$ cat src/design/pbt_pkg.sv
`timescale 1ns / 1ps
// Package for the proportional band controller: field widths, register
// indexes, reset values and arithmetic constants. No dependencies.
package pbt_pkg;

    localparam int ADC_W      = 10;
    localparam int PERMILLE_W = 10;
    localparam int ERR_W      = 11;
    localparam int DRIVE_W    = 7;
    localparam int PERIOD_W   = 8;
    localparam int CFG_IDX_W  = 2;
    localparam int CFG_DATA_W = 10;
    localparam int PROD_W     = 20;
    localparam int DIVQ_W     = 15;
    localparam int STEP_W     = 5;

    typedef logic [ADC_W-1:0]      t_adc;
    typedef logic [PERMILLE_W-1:0] t_permille;
    typedef logic [ERR_W-1:0]      t_err;
    typedef logic [DRIVE_W-1:0]    t_drive;
    typedef logic [PERIOD_W-1:0]   t_period;

    // Configuration register indexes.
    localparam logic [CFG_IDX_W-1:0] REG_SETPOINT = 2'd0;
    localparam logic [CFG_IDX_W-1:0] REG_BAND     = 2'd1;
    localparam logic [CFG_IDX_W-1:0] REG_PERIOD   = 2'd2;

    localparam t_permille SETPOINT_RESET = 10'd600;
    localparam t_permille BAND_RESET     = 10'd200;
    localparam t_period   PERIOD_RESET   = 8'd10;

    localparam logic [PROD_W-1:0] ADC_FULL_SCALE = 20'd1023;
    localparam t_permille         PERMILLE_SCALE = 10'd1000;
    localparam t_drive            FULL_PERCENT   = 7'd100;
    localparam logic [STEP_W-1:0] DRIVE_STEPS    = 5'd20;

    // Dividend bits handled by the serial divider, one per cycle.
    localparam int DIV_STEPS = DIVQ_W;

endpackage

$ cat src/design/pbt_in_if.sv
`timescale 1ns / 1ps
// Input channel of the proportional band controller: one converter sample
// per item. Depends on pbt_pkg.
interface pbt_in_if import pbt_pkg::*; ();

    logic valid;
    logic ready;
    t_adc adc_sample;

    modport source (output valid, output adc_sample, input ready);
    modport sink   (input valid, input adc_sample, output ready);

endinterface

$ cat src/design/pbt_out_if.sv
`timescale 1ns / 1ps
// Output channel of the proportional band controller: process value, error,
// drive and on/off state per item. Depends on pbt_pkg.
interface pbt_out_if import pbt_pkg::*; ();

    logic      valid;
    logic      ready;
    t_permille process_permille;
    t_err      error_permille;
    t_drive    drive_percent;
    logic      drive_on;

    modport source (output valid, output process_permille, output error_permille,
                    output drive_percent, output drive_on, input ready);
    modport sink   (input valid, input process_permille, input error_permille,
                    input drive_percent, input drive_on, output ready);

endinterface

$ cat src/design/proportional_band_time_pwm.sv
`timescale 1ns / 1ps
// Proportional band controller with time-proportioning on/off output.
// Depends on pbt_pkg, pbt_in_if and pbt_out_if.
//
// Each accepted item is one 10-bit converter sample. The block scales it to
// per mille as floor(sample*1000/1023), forms the error as setpoint minus that
// value, and turns the error into a drive of 0 to 100 percent in 5 percent
// steps across a proportional band centered on zero error. A phase counter
// that wraps at period_ticks gives the on/off output: the output is on while
// the phase is below period_ticks*drive/100, and the phase advances once per
// item. The block works on one item at a time. It multiplies the sample as
// it is taken, finishes the scaling with a correction step, forms the error,
// places the error in the band, runs the serial restoring divider that
// divides by the band width one quotient bit a cycle, and builds the result
// once the output register is free. The divider is the longest of these steps.
// The result sits in an output register, so the next item is taken while an
// earlier result still waits downstream. Configuration writes are registered
// directly and should only be issued while the block is idle.
module proportional_band_time_pwm import pbt_pkg::*; (
    input  logic                  i_clk,
    input  logic                  i_rst_n,
    input  logic                  i_cfg_we,
    input  logic [CFG_IDX_W-1:0]  i_cfg_idx,
    input  logic [CFG_DATA_W-1:0] i_cfg_data,
    pbt_in_if.sink                i_in,
    pbt_out_if.source             o_out
);

    localparam int DIV_CNT_W = $clog2(DIV_STEPS);

    // Sequencer states.
    localparam logic [2:0] S_IDLE  = 3'd0;
    localparam logic [2:0] S_SCALE = 3'd1;
    localparam logic [2:0] S_CORR  = 3'd2;
    localparam logic [2:0] S_ERR   = 3'd3;
    localparam logic [2:0] S_SETUP = 3'd4;
    localparam logic [2:0] S_DIV   = 3'd5;
    localparam logic [2:0] S_DONE  = 3'd6;

    // Configuration registers.
    t_permille r_setpoint;
    t_permille r_band;
    t_period   r_period;

    // Sequencer and working registers.
    logic [2:0]           r_state,   n_state;
    logic [PROD_W-1:0]    r_prod,    n_prod;
    t_permille            r_pv,      n_pv;
    t_err                 r_err,     n_err;
    t_permille            r_div,     n_div;
    logic [PERMILLE_W-1:0] r_rem,    n_rem;
    logic [DIVQ_W-1:0]    r_dq,      n_dq;
    logic [DIV_CNT_W-1:0] r_cnt,     n_cnt;
    logic                 r_above,   n_above;
    logic                 r_below,   n_below;
    t_period              r_phase,   n_phase;

    // Output register.
    logic      r_out_valid, n_out_valid;
    t_permille r_out_pv,    n_out_pv;
    t_err      r_out_err,   n_out_err;
    t_drive    r_out_drive, n_out_drive;
    logic      r_out_on,    n_out_on;

    logic accept;
    logic out_free;

    // Scaling: the estimate (N + N/1024)/1024 is at most one below N/1023.
    logic [PROD_W-1:0] w_sum;
    logic [PROD_W-1:0] w_est_x;
    logic [PROD_W-1:0] w_scale_rem;

    // Band placement.
    t_permille            w_band_eff;
    logic [ERR_W:0]       w_err_ext;
    logic [ERR_W:0]       w_half_ext;
    logic [ERR_W:0]       w_offset;
    logic [DIVQ_W-1:0]    w_dividend;

    // Divider step.
    logic [PERMILLE_W:0]  w_shifted;
    logic                 w_ge;

    // Result.
    logic [STEP_W-1:0]    w_q;
    t_drive               w_drive;
    logic [PERIOD_W:0]    w_phase_inc;
    logic [13:0]          w_on_lhs;
    logic [13:0]          w_on_rhs;
    logic                 w_on;
    t_period              w_phase_next;

    assign i_in.ready = (r_state == S_IDLE) && i_rst_n;
    assign accept     = i_in.valid && i_in.ready;
    assign out_free   = !r_out_valid || o_out.ready;

    assign o_out.valid            = r_out_valid;
    assign o_out.process_permille = r_out_pv;
    assign o_out.error_permille   = r_out_err;
    assign o_out.drive_percent    = r_out_drive;
    assign o_out.drive_on         = r_out_on;

    assign w_sum       = r_prod + (r_prod >> 10);
    assign w_est_x     = {r_pv, 10'b0} - {10'b0, r_pv};
    assign w_scale_rem = r_prod - w_est_x;

    // A band of zero behaves as a band of one.
    assign w_band_eff = (r_band == '0) ? t_permille'(1) : r_band;
    assign w_err_ext  = {r_err[ERR_W-1], r_err};
    assign w_half_ext = {3'b000, w_band_eff[PERMILLE_W-1:1]};
    assign w_offset   = w_err_ext + w_half_ext;
    assign w_dividend = (DIVQ_W'(w_offset[PERMILLE_W-1:0]) << 4)
                      + (DIVQ_W'(w_offset[PERMILLE_W-1:0]) << 2);

    assign w_shifted = {r_rem, r_dq[DIVQ_W-1]};
    assign w_ge      = w_shifted >= {1'b0, r_div};

    // Saturated cases bypass the quotient; drive is the step count times five.
    assign w_q     = r_above ? DRIVE_STEPS :
                     (r_below ? '0 : r_dq[STEP_W-1:0]);
    assign w_drive = (DRIVE_W'(w_q) << 2) + DRIVE_W'(w_q);

    // phase < floor(period*drive/100) is the same as 20*(phase+1) <= period*q.
    assign w_phase_inc  = {1'b0, r_phase} + 9'd1;
    assign w_on_lhs     = (14'(w_phase_inc) << 4) + (14'(w_phase_inc) << 2);
    assign w_on_rhs     = 14'(r_period) * 14'(w_q);
    assign w_on         = w_on_lhs <= w_on_rhs;
    assign w_phase_next = (w_phase_inc >= {1'b0, r_period}) ? '0
                                                            : w_phase_inc[PERIOD_W-1:0];

    always_comb begin
        n_state     = r_state;
        n_prod      = r_prod;
        n_pv        = r_pv;
        n_err       = r_err;
        n_div       = r_div;
        n_rem       = r_rem;
        n_dq        = r_dq;
        n_cnt       = r_cnt;
        n_above     = r_above;
        n_below     = r_below;
        n_phase     = r_phase;
        n_out_valid = r_out_valid && !o_out.ready;
        n_out_pv    = r_out_pv;
        n_out_err   = r_out_err;
        n_out_drive = r_out_drive;
        n_out_on    = r_out_on;

        case (r_state)
            S_IDLE: begin
                if (accept) begin
                    n_prod  = PROD_W'(i_in.adc_sample) * PROD_W'(PERMILLE_SCALE);
                    n_state = S_SCALE;
                end
            end
            S_SCALE: begin
                n_pv    = w_sum[PROD_W-1:10];
                n_state = S_CORR;
            end
            S_CORR: begin
                if (w_scale_rem >= ADC_FULL_SCALE) begin
                    n_pv = r_pv + t_permille'(1);
                end
                n_state = S_ERR;
            end
            S_ERR: begin
                n_err   = t_err'({1'b0, r_setpoint} - {1'b0, r_pv});
                n_state = S_SETUP;
            end
            S_SETUP: begin
                n_below = $signed(w_err_ext) < -$signed(w_half_ext);
                n_above = $signed(w_err_ext) > $signed(w_half_ext);
                n_dq    = w_dividend;
                n_rem   = '0;
                n_div   = w_band_eff;
                n_cnt   = '0;
                n_state = S_DIV;
            end
            S_DIV: begin
                n_rem = w_ge ? PERMILLE_W'(w_shifted - {1'b0, r_div})
                             : w_shifted[PERMILLE_W-1:0];
                n_dq  = {r_dq[DIVQ_W-2:0], w_ge};
                n_cnt = r_cnt + DIV_CNT_W'(1);
                if (r_cnt == DIV_CNT_W'(DIV_STEPS - 1)) begin
                    n_state = S_DONE;
                end
            end
            S_DONE: begin
                if (out_free) begin
                    n_out_valid = 1'b1;
                    n_out_pv    = r_pv;
                    n_out_err   = r_err;
                    n_out_drive = w_drive;
                    n_out_on    = w_on;
                    n_phase     = w_phase_next;
                    n_state     = S_IDLE;
                end
            end
            default: begin
                n_state = S_IDLE;
            end
        endcase
    end

    always_ff @(posedge i_clk) begin
        if (!i_rst_n) begin
            r_state     <= S_IDLE;
            r_phase     <= '0;
            r_out_valid <= 1'b0;
            r_setpoint  <= SETPOINT_RESET;
            r_band      <= BAND_RESET;
            r_period    <= PERIOD_RESET;
        end else begin
            r_state     <= n_state;
            r_phase     <= n_phase;
            r_out_valid <= n_out_valid;
            if (i_cfg_we) begin
                case (i_cfg_idx)
                    REG_SETPOINT: r_setpoint <= i_cfg_data;
                    REG_BAND:     r_band     <= i_cfg_data;
                    REG_PERIOD:   r_period   <= i_cfg_data[PERIOD_W-1:0];
                    default: begin
                    end
                endcase
            end
        end
    end

    always_ff @(posedge i_clk) begin
        r_prod      <= n_prod;
        r_pv        <= n_pv;
        r_err       <= n_err;
        r_div       <= n_div;
        r_rem       <= n_rem;
        r_dq        <= n_dq;
        r_cnt       <= n_cnt;
        r_above     <= n_above;
        r_below     <= n_below;
        r_out_pv    <= n_out_pv;
        r_out_err   <= n_out_err;
        r_out_drive <= n_out_drive;
        r_out_on    <= n_out_on;
    end

endmodule

$ cat src/flat_wrapper.sv
// flat-port wrapper written by rule: the top's interface ports become plain ports
module proportional_band_time_pwm_flat import pbt_pkg::*;
  (i_clk, i_rst_n, i_cfg_we, i_cfg_idx, i_cfg_data, i_in_valid, i_in_adc_sample, i_in_ready, o_out_valid, o_out_process_permille, o_out_error_permille, o_out_drive_percent, o_out_drive_on, o_out_ready);
  pbt_in_if i_in_i ();
  pbt_out_if o_out_i ();
  input  logic i_clk;
  input  logic i_rst_n;
  input  logic i_cfg_we;
  input  logic [CFG_IDX_W-1:0] i_cfg_idx;
  input  logic [CFG_DATA_W-1:0] i_cfg_data;
  input wire logic [$bits(i_in_i.valid)-1:0] i_in_valid;
  input wire logic [$bits(i_in_i.adc_sample)-1:0] i_in_adc_sample;
  output wire logic [$bits(i_in_i.ready)-1:0] i_in_ready;
  output wire logic [$bits(o_out_i.valid)-1:0] o_out_valid;
  output wire logic [$bits(o_out_i.process_permille)-1:0] o_out_process_permille;
  output wire logic [$bits(o_out_i.error_permille)-1:0] o_out_error_permille;
  output wire logic [$bits(o_out_i.drive_percent)-1:0] o_out_drive_percent;
  output wire logic [$bits(o_out_i.drive_on)-1:0] o_out_drive_on;
  input wire logic [$bits(o_out_i.ready)-1:0] o_out_ready;
  assign i_in_i.valid = i_in_valid;
  assign i_in_i.adc_sample = i_in_adc_sample;
  assign i_in_ready = i_in_i.ready;
  assign o_out_valid = o_out_i.valid;
  assign o_out_process_permille = o_out_i.process_permille;
  assign o_out_error_permille = o_out_i.error_permille;
  assign o_out_drive_percent = o_out_i.drive_percent;
  assign o_out_drive_on = o_out_i.drive_on;
  assign o_out_i.ready = o_out_ready;
  proportional_band_time_pwm u_core (.i_clk(i_clk), .i_rst_n(i_rst_n), .i_cfg_we(i_cfg_we), .i_cfg_idx(i_cfg_idx), .i_cfg_data(i_cfg_data), .i_in(i_in_i), .o_out(o_out_i));
endmodule
$ cat config.mk
export PLATFORM = sky130hd
export DESIGN_NAME = proportional_band_time_pwm_flat
export DESIGN_NICKNAME = d
export VERILOG_FILES = /design/src/design/pbt_pkg.sv /design/src/design/pbt_in_if.sv /design/src/design/pbt_out_if.sv /design/src/design/proportional_band_time_pwm.sv /design/src/flat_wrapper.sv
export SDC_FILE = /design/constraint.sdc
export NUM_CORES = 1
export LEC_CHECK = 0
export BUFFER_PORTS_ARGS = -buffer_cell sky130_fd_sc_hd__buf_2
export CORE_MARGIN = 1.5
export CORE_UTILIZATION = 40
export CTS_CLUSTER_SIZE = 28
export DETAILED_ROUTE_END_ITERATION = 7
export PLACE_DENSITY_LB_ADDON = 0.1
export SETUP_SLACK_MARGIN = 0.05
export SYNTH_ARGS = -nofsm -noshare
export SYNTH_HDL_FRONTEND = slang
export SYNTH_SLANG_ARGS = --single-unit
$ cat constraint.sdc
create_clock -name i_clk -period 6.9 [get_ports i_clk]
set_input_delay 1.38 -clock i_clk [delete_from_list [all_inputs] [get_ports i_clk]]
set_output_delay 1.38 -clock i_clk [all_outputs]
set_load 0.01 [all_outputs]
==> impl_metrics.env, run 1 <==
export IMPL_p_clk_share_pct=25.2
export IMPL_p_leak_nw=6.25
export IMPL_hp_start="u_core.r_setpoint[0]"
export IMPL_synthFlopType="edfxtp_1"
export IMPL_grt_usage_pct=18.4
export IMPL_r2r_slack_ns=1.07
export IMPL_max_clock_path_buffers=2
export IMPL_coreArea_um2=31500
export IMPL_synth_cells=1340
export IMPL_cts_root_buf="clkbuf_16"
export IMPL_synth_fp_nets=1615
export IMPL_p_int_w=0.00238
export IMPL_clk_pin_slew_ns=0.07
export IMPL_rsz0062_at_grt="no"
export IMPL_antenna_found_initial=0
export IMPL_grt_pass1_vias=9366
export IMPL_min_path_cells=2
export IMPL_synth_ff_latch_count=148
export IMPL_yosysMostFrequentCell="ha_1"
export IMPL_drv_slew=0
export IMPL_crit_fanout=8
export IMPL_top_layer="met4"
export IMPL_cts_repair_resized=0
export IMPL_worstPathArrival_ns=6.11
export IMPL_crit_type="reg2reg"
export IMPL_drt_wl_total_um=29300
export IMPL_power_w=0.00383
export IMPL_drive_gt1_share_pct=8.19
export IMPL_die_y_um=182
export IMPL_setup_slack_ns=1.07
export IMPL_fmax_mhz=172
export IMPL_clock_sinks=148
export IMPL_outcome="finished clean"
export IMPL_grt_pass1_wl_um=48000
export IMPL_drt_first_pass_iters=5
export IMPL_ys_top_cells_by_area="edfxtp_1, ha_1, fa_1"
export IMPL_pre_cts_slack_ns=1.12
export IMPL_instances_no_fill=1806
export IMPL_r2r_cells=22
export IMPL_hold_path_end="u_core.r_setpoint[0]"
export IMPL_skew_ns=0.0123
export IMPL_final_util_pct=44.8
export IMPL_io_buffers=57
export IMPL_yosys_area_top_type="edfxtp_1"
export IMPL_yosys_warnings=0
export IMPL_io_pins=58
export IMPL_dp_cells=1774
export IMPL_crit_path_end_kind="flop"
export IMPL_hold_class="reg2reg"
export IMPL_num_antenna_cells=0
export IMPL_wl_per_cell_um=16.2
export IMPL_p_sw_share_pct=38.0
export IMPL_setup_violations=0
export IMPL_route_met2_wl_um=14900
export IMPL_cts_hold_buf=0
export IMPL_power_share_combinational_pct=44.0
export IMPL_maxCapViolCount=0
export IMPL_avgSynthCellArea_um2=9.53
export IMPL_ant_nets=0
export IMPL_dr_total_vias=9405
export IMPL_synth_seq_area_share_pct=31.7
export IMPL_area_growth_pct=10.4
export IMPL_yosysUniqueCellTypes=64
export IMPL_overflow=0
export IMPL_cts_made_buffers=17
export IMPL_p_per_area_nw_per_um2=272
export IMPL_viasPerCell=5.21
export IMPL_cts_setup_buffers=0
export IMPL_switchingPower_w=0.00146
export IMPL_crit_required_ns=7.18
export IMPL_worst_setup_path_start_kind="flop"
export IMPL_synth_top_area_share_pct=25.4
export IMPL_syn_area_um2=12800
export IMPL_finalCritPeriodShare_pct=84.5
export IMPL_drc=0
export IMPL_die_area_um2=33000
export IMPL_vdd_drop_max_uv=176
export IMPL_worstReg2RegEnd="u_core.o_out.drive_on"
export IMPL_final_nets=1666
export IMPL_synth_edf_count=108
export IMPL_async_flop_share_pct=0
export IMPL_grt_max_degree=40
export IMPL_finalHoldViolations=0
export IMPL_drt_iter0_drc=464
export IMPL_maxSlewHeadroom_pct=23.9
export IMPL_start_util_pct=40.6
export IMPL_cts_tree="built"
export IMPL_synth_commonest_cells="ha_1, inv_1, nand2_1"
export IMPL_finalSetupTns_ns=0
export IMPL_htreeDepth=4
export IMPL_r2r_start="u_core.r_above"
export IMPL_wl_met3_um=766
export IMPL_die_w_um=182
export IMPL_wl_met1_um=13300
export IMPL_seqPwrFrac_pct=30.8
export IMPL_place_hpwl_um=23100
export IMPL_rows=65
export IMPL_worstMarginPinSlew_ns=1.14
export IMPL_clock_latency_ns=0.43
export IMPL_min_period_ns=5.83
export IMPL_place_gp_congestion=0.854
## worst max path at each step
stage	slack, ns	to	cells past startpoint	from
floorplan	1.53	u_core.o_out.drive_on	24	u_core.r_above
CTS	1.09	u_core.o_out.drive_on	23	u_core.r_above
finish	1.07	u_core.o_out.drive_on	22	u_core.r_above
global placement	1.27	u_core.o_out.drive_on	22	u_core.r_above
global route	0.49	u_core.o_out.drive_on	22	u_core.r_above
detailed placement	1.12	u_core.o_out.drive_on	23	u_core.r_above
## cells in the final DEF (no fill, tap or decap), types with 10 or more instances in the layout
cell and count:
xnor2_1 65, a21o_1 20, edfxtp_1 108, o21ai_0 62, mux2i_1 14, nand3_1 35
dfxtp_1 40, fa_1 54, nor3_1 19, inv_1 162, nand2_1 115, nand2b_1 21
nor2_1 92, and3_1 13, nor2b_1 29, a21oi_1 75, buf_2 57, ha_1 194
a21boi_0 20, o21a_1 10, clkbuf_16 17, xor2_1 31
## cells by family (layout without fill, tap and decap cells)
logic type	Yosys count	after routing	synth area share, %
muxes	17	17	1.36
xor gates and xnor gates	96	96	6.58
DFF	148	148	31.7
and+or+nand+nor	380	380	14.4
AOI/OAI and AO/OA	257	257	12.8
buffers and inverters	194	258	5.73
adders and majority gates	248	248	27.5
## registers in the layout (all words and copies together) (netlist names), 3 cells and up
| register | cells |
|---|---|
| u_core.r_prod | 17 |
| u_core.r_dq | 15 |
| u_core.o_out.error_permille | 11 |
| u_core.r_err | 11 |
| u_core.o_out.process_permille | 10 |
| u_core.r_band | 10 |
| u_core.r_div | 10 |
| u_core.r_pv | 10 |
| u_core.r_rem | 10 |
| u_core.r_setpoint | 10 |
| u_core.r_period | 8 |
| u_core.r_phase | 8 |
| u_core.o_out.drive_percent | 7 |
| u_core.r_cnt | 4 |
| u_core.r_state | 3 |
## final cells by class
type / instances / area [µm²]
flip-flops and latches: 148 / 4040
clock inverters: 14 / 170
fillers: 3091 / 17400
inverters: 162 / 608
clock buffers: 18 / 429
repair buffers: 64 / 338
well taps: 402 / 503
multi-input cells: 998 / 8010
## power groups by stage
stage	sequential [W]	combinational, W	clock (W)
2_1_floorplan	0.00115	0.00135	0
3_3_place_gp	0.00120	0.00168	0
3_5_place_dp	0.00120	0.00168	0
4_1_cts	0.00118	0.00170	0.000994
5_1_grt	0.00119	0.00192	0.00103
6_report	0.00118	0.00169	0.000968
## worst max-delay path: stages, from the launching register on
cell and delay (ns):
edfxtp_1 0.42, nor2_1 0.34, and2_1 0.36, inv_1 0.19, nor2_1 0.17, fa_1 0.46
fa_1 0.54, inv_1 0.05, fa_1 0.53, inv_1 0.04, ha_1 0.28, o21ai_0 0.10
a21boi_0 0.20, o21ai_0 0.13, a21oi_1 0.21, o21ai_0 0.14, o311a_1 0.31, ha_1 0.30
nand3_1 0.08, or4_1 0.50, a21oi_1 0.14, a21oi_1 0.06, a31oi_1 0.14
## layer usage
layer  track usage (%)  vias to the layer above
met5                 0                        -
met4              4.70                        0
met3              2.15                       18
met2              33.3                      114
met1              23.2                     4518
li1                  -                     4755
## through the flow
| stage | hold WS, ns | cell area, µm² |
|---|---|---|
| 6_report | 0.467 | 14100 |
| 5_1_grt | 0.493 | 14100 |
| 4_1_cts | 0.472 | 14100 |
| 3_5_place_dp | 0.462 | 13500 |
| 3_3_place_gp | 0.458 | 13500 |
| 2_1_floorplan | 0.439 | 12800 |
No activity file was read; power rests on OpenSTA's default activity.
==> run 2, diff against run 1 <==
Clock period 6.9 ns to 5.75 ns, I/O delays scaled along.
==> run 2 against run 1 <==
Net effect:
- core utilization increased by 0.10 points
- clock power is 14% higher
- clock-buffer cell count did not move
- clock skew increased by 0.0055 ns
- worst setup slack worse by 0.67 ns
- sequential power is 20% higher
- sequential share of layout area shrank 0.066 points
- via count rose by 0.11%
- power up 18%
- register-to-register slack got worse by 0.67 ns
- largest cell class unchanged
- combinational power is 19% higher
==> impl_metrics.env, run 2 (synthesized netlist as in run 1, its figures left out) <==
export IMPL_die_area_um2=33000
export IMPL_viasPerCell=5.19
export IMPL_finalCritPeriodShare_pct=93.1
export IMPL_grt_usage_pct=18.5
export IMPL_min_period_ns=5.35
export IMPL_setup_slack_ns=0.399
export IMPL_io_pins=58
export IMPL_start_util_pct=40.6
export IMPL_cts_root_buf="clkbuf_16"
export IMPL_cts_tree="built"
export IMPL_area_growth_pct=10.6
export IMPL_drv_slew=0
export IMPL_die_y_um=182
export IMPL_final_cell_mix="ha_1, inv_1, nand2_1, edfxtp_1, nor2_1"
export IMPL_drt_iter0_drc=408
export IMPL_pre_cts_slack_ns=0.233
export IMPL_use_met3_pct=2.25
export IMPL_switchingPower_w=0.00175
export IMPL_power_w=0.00453
export IMPL_setup_violations=0
export IMPL_grt_pass1_vias=9451
export IMPL_worstMarginPinSlew_ns=1.17
export IMPL_die_w_um=182
export IMPL_rsz0062_at_grt="no"
export IMPL_place_area_um2=13500
export IMPL_maxCapViolCount=0
export IMPL_final_common_cell="ha_1"
export IMPL_rows=65
export IMPL_p_per_area_nw_per_um2=320
export IMPL_met1_usage_pct=23.7
export IMPL_cts_made_buffers=17
export IMPL_p_int_w=0.00277
export IMPL_crit_fanout=5
export IMPL_ant_nets=0
export IMPL_drt_first_pass_iters=5
export IMPL_grt_pass1_wl_um=48300
export IMPL_cts_hold_buf=0
export IMPL_clk_pin_slew_ns=0.07
export IMPL_final_nets=1673
export IMPL_drive_gt1_share_pct=8.86
export IMPL_p_sw_share_pct=38.7
export IMPL_crit_path_end_kind="flop"
export IMPL_drc=0
export IMPL_seqPwrFrac_pct=31.3
export IMPL_hold_class="reg2reg"
export IMPL_antenna_found_initial=1
export IMPL_wl_per_cell_um=16.2
export IMPL_multi_input_comb_area_um2=8020
export IMPL_worst_setup_path_start_kind="flop"
export IMPL_fillers=3047
export IMPL_skew_ns=0.0178
export IMPL_seqCellArea_um2=4040
export IMPL_overflow=0
export IMPL_finalSetupTns_ns=0
export IMPL_final_util_pct=44.9
export IMPL_busiest_layer="met2"
export IMPL_htreeDepth=4
export IMPL_coreArea_um2=31500
export IMPL_met2_usage_pct=33.1
export IMPL_place_gp_congestion=0.871
export IMPL_place_hpwl_um=23200
export IMPL_drt_wl_total_um=29400
export IMPL_p_clk_share_pct=24.2
export IMPL_dr_total_vias=9415
export IMPL_clock_sinks=148
export IMPL_maxSlewHeadroom_pct=21.5
export IMPL_regMostFlops="u_core.r_prod"
export IMPL_worstPathArrival_ns=5.62
export IMPL_largest_reg_flops=17
export IMPL_power_share_combinational_pct=44.5
export IMPL_crit_type="reg2reg"
export IMPL_p_leak_nw=6.27
export IMPL_outcome="finished clean"
export IMPL_max_clock_path_buffers=2
export IMPL_vdd_drop_max_uv=227
export IMPL_clock_latency_ns=0.43
export IMPL_top_regs="u_core.r_prod: 17 flops, u_core.r_dq: 15 flops"
export IMPL_finalInstanceArea_um2=14100
export IMPL_finalHoldViolations=0
export IMPL_fmax_mhz=187
export IMPL_crit_required_ns=6.02
export IMPL_io_buffers=57
export IMPL_grt_max_degree=40
==> run 2: cell type report <==
class / instances / share of cell area (%)
diodes: 1 / 0.0177
repair buffers: 71 / 2.76
inverters: 162 / 4.30
flip-flops and latches: 148 / 28.6
clock buffers: 18 / 3.04
multi-input cells: 998 / 56.7
clock inverters: 14 / 0.974
well taps: 402 / 3.56
==> run 2: path summary, 6_finish.rpt <==
check                            start                     to  slack, ns  depth (start not counted)
setup / recovery        u_core.r_above  u_core.o_out.drive_on       0.40                         22
hold / removal    u_core.r_setpoint[0]   u_core.r_setpoint[0]       0.46                          2
setup reg to reg        u_core.r_above  u_core.o_out.drive_on       0.40                         22
hold reg to reg   u_core.r_setpoint[0]   u_core.r_setpoint[0]       0.46                          2
==> run 2: routing by layer <==
| layer | vias up | wire, µm |
|---|---|---|
| met4 | 0 | 248 |
| met5 | - | 0 |
| li1 | 4770 | - |
| met1 | 4500 | 13500 |
| met3 | 16 | 752 |
| met2 | 129 | 14900 |
==> run 2: per-stage QoR <==
step | hold slack [ns] | std cells
after floorplan | 0.439 | 1340
after global placement | 0.455 | 1780
after detailed placement | 0.463 | 1780
after CTS | 0.473 | 1812
after global routing | 0.492 | 1814
final | 0.464 | 1814
==> run 2: what timing repair did <==
item / CTS / global route
setup endpoints to repair: 0 / 1
buffers inserted: 0 / 1
gates resized for setup: 0 / 8
==> run 2: power groups by stage <==
| stage | Sequential [W] | Clock [W] | Combinational [W] |
|---|---|---|---|
| 6_report | 0.00142 | 0.00110 | 0.00201 |
| 5_1_grt | 0.00143 | 0.00116 | 0.00231 |
| 4_1_cts | 0.00142 | 0.00112 | 0.00204 |
| 3_5_place_dp | 0.00144 | 0 | 0.00202 |
| 3_3_place_gp | 0.00144 | 0 | 0.00202 |
| 2_1_floorplan | 0.00138 | 0 | 0.00162 |
==> run 2: critical path, stage by stage, from the launching register on <==
cell and delay (ns):
edfxtp_1 0.42, nor2_1 0.17, and2_4 0.20, inv_1 0.11, nor2_1 0.15, fa_1 0.46, fa_1 0.55, inv_1 0.05
fa_1 0.52, inv_1 0.04, ha_1 0.28, o21ai_1 0.08, a21boi_0 0.20, o21ai_1 0.14, a21oi_2 0.21, o21ai_2 0.09
o311a_1 0.29, ha_1 0.29, nand3_1 0.09, or4_1 0.52, a21oi_1 0.14, a21oi_1 0.06, a31oi_1 0.14
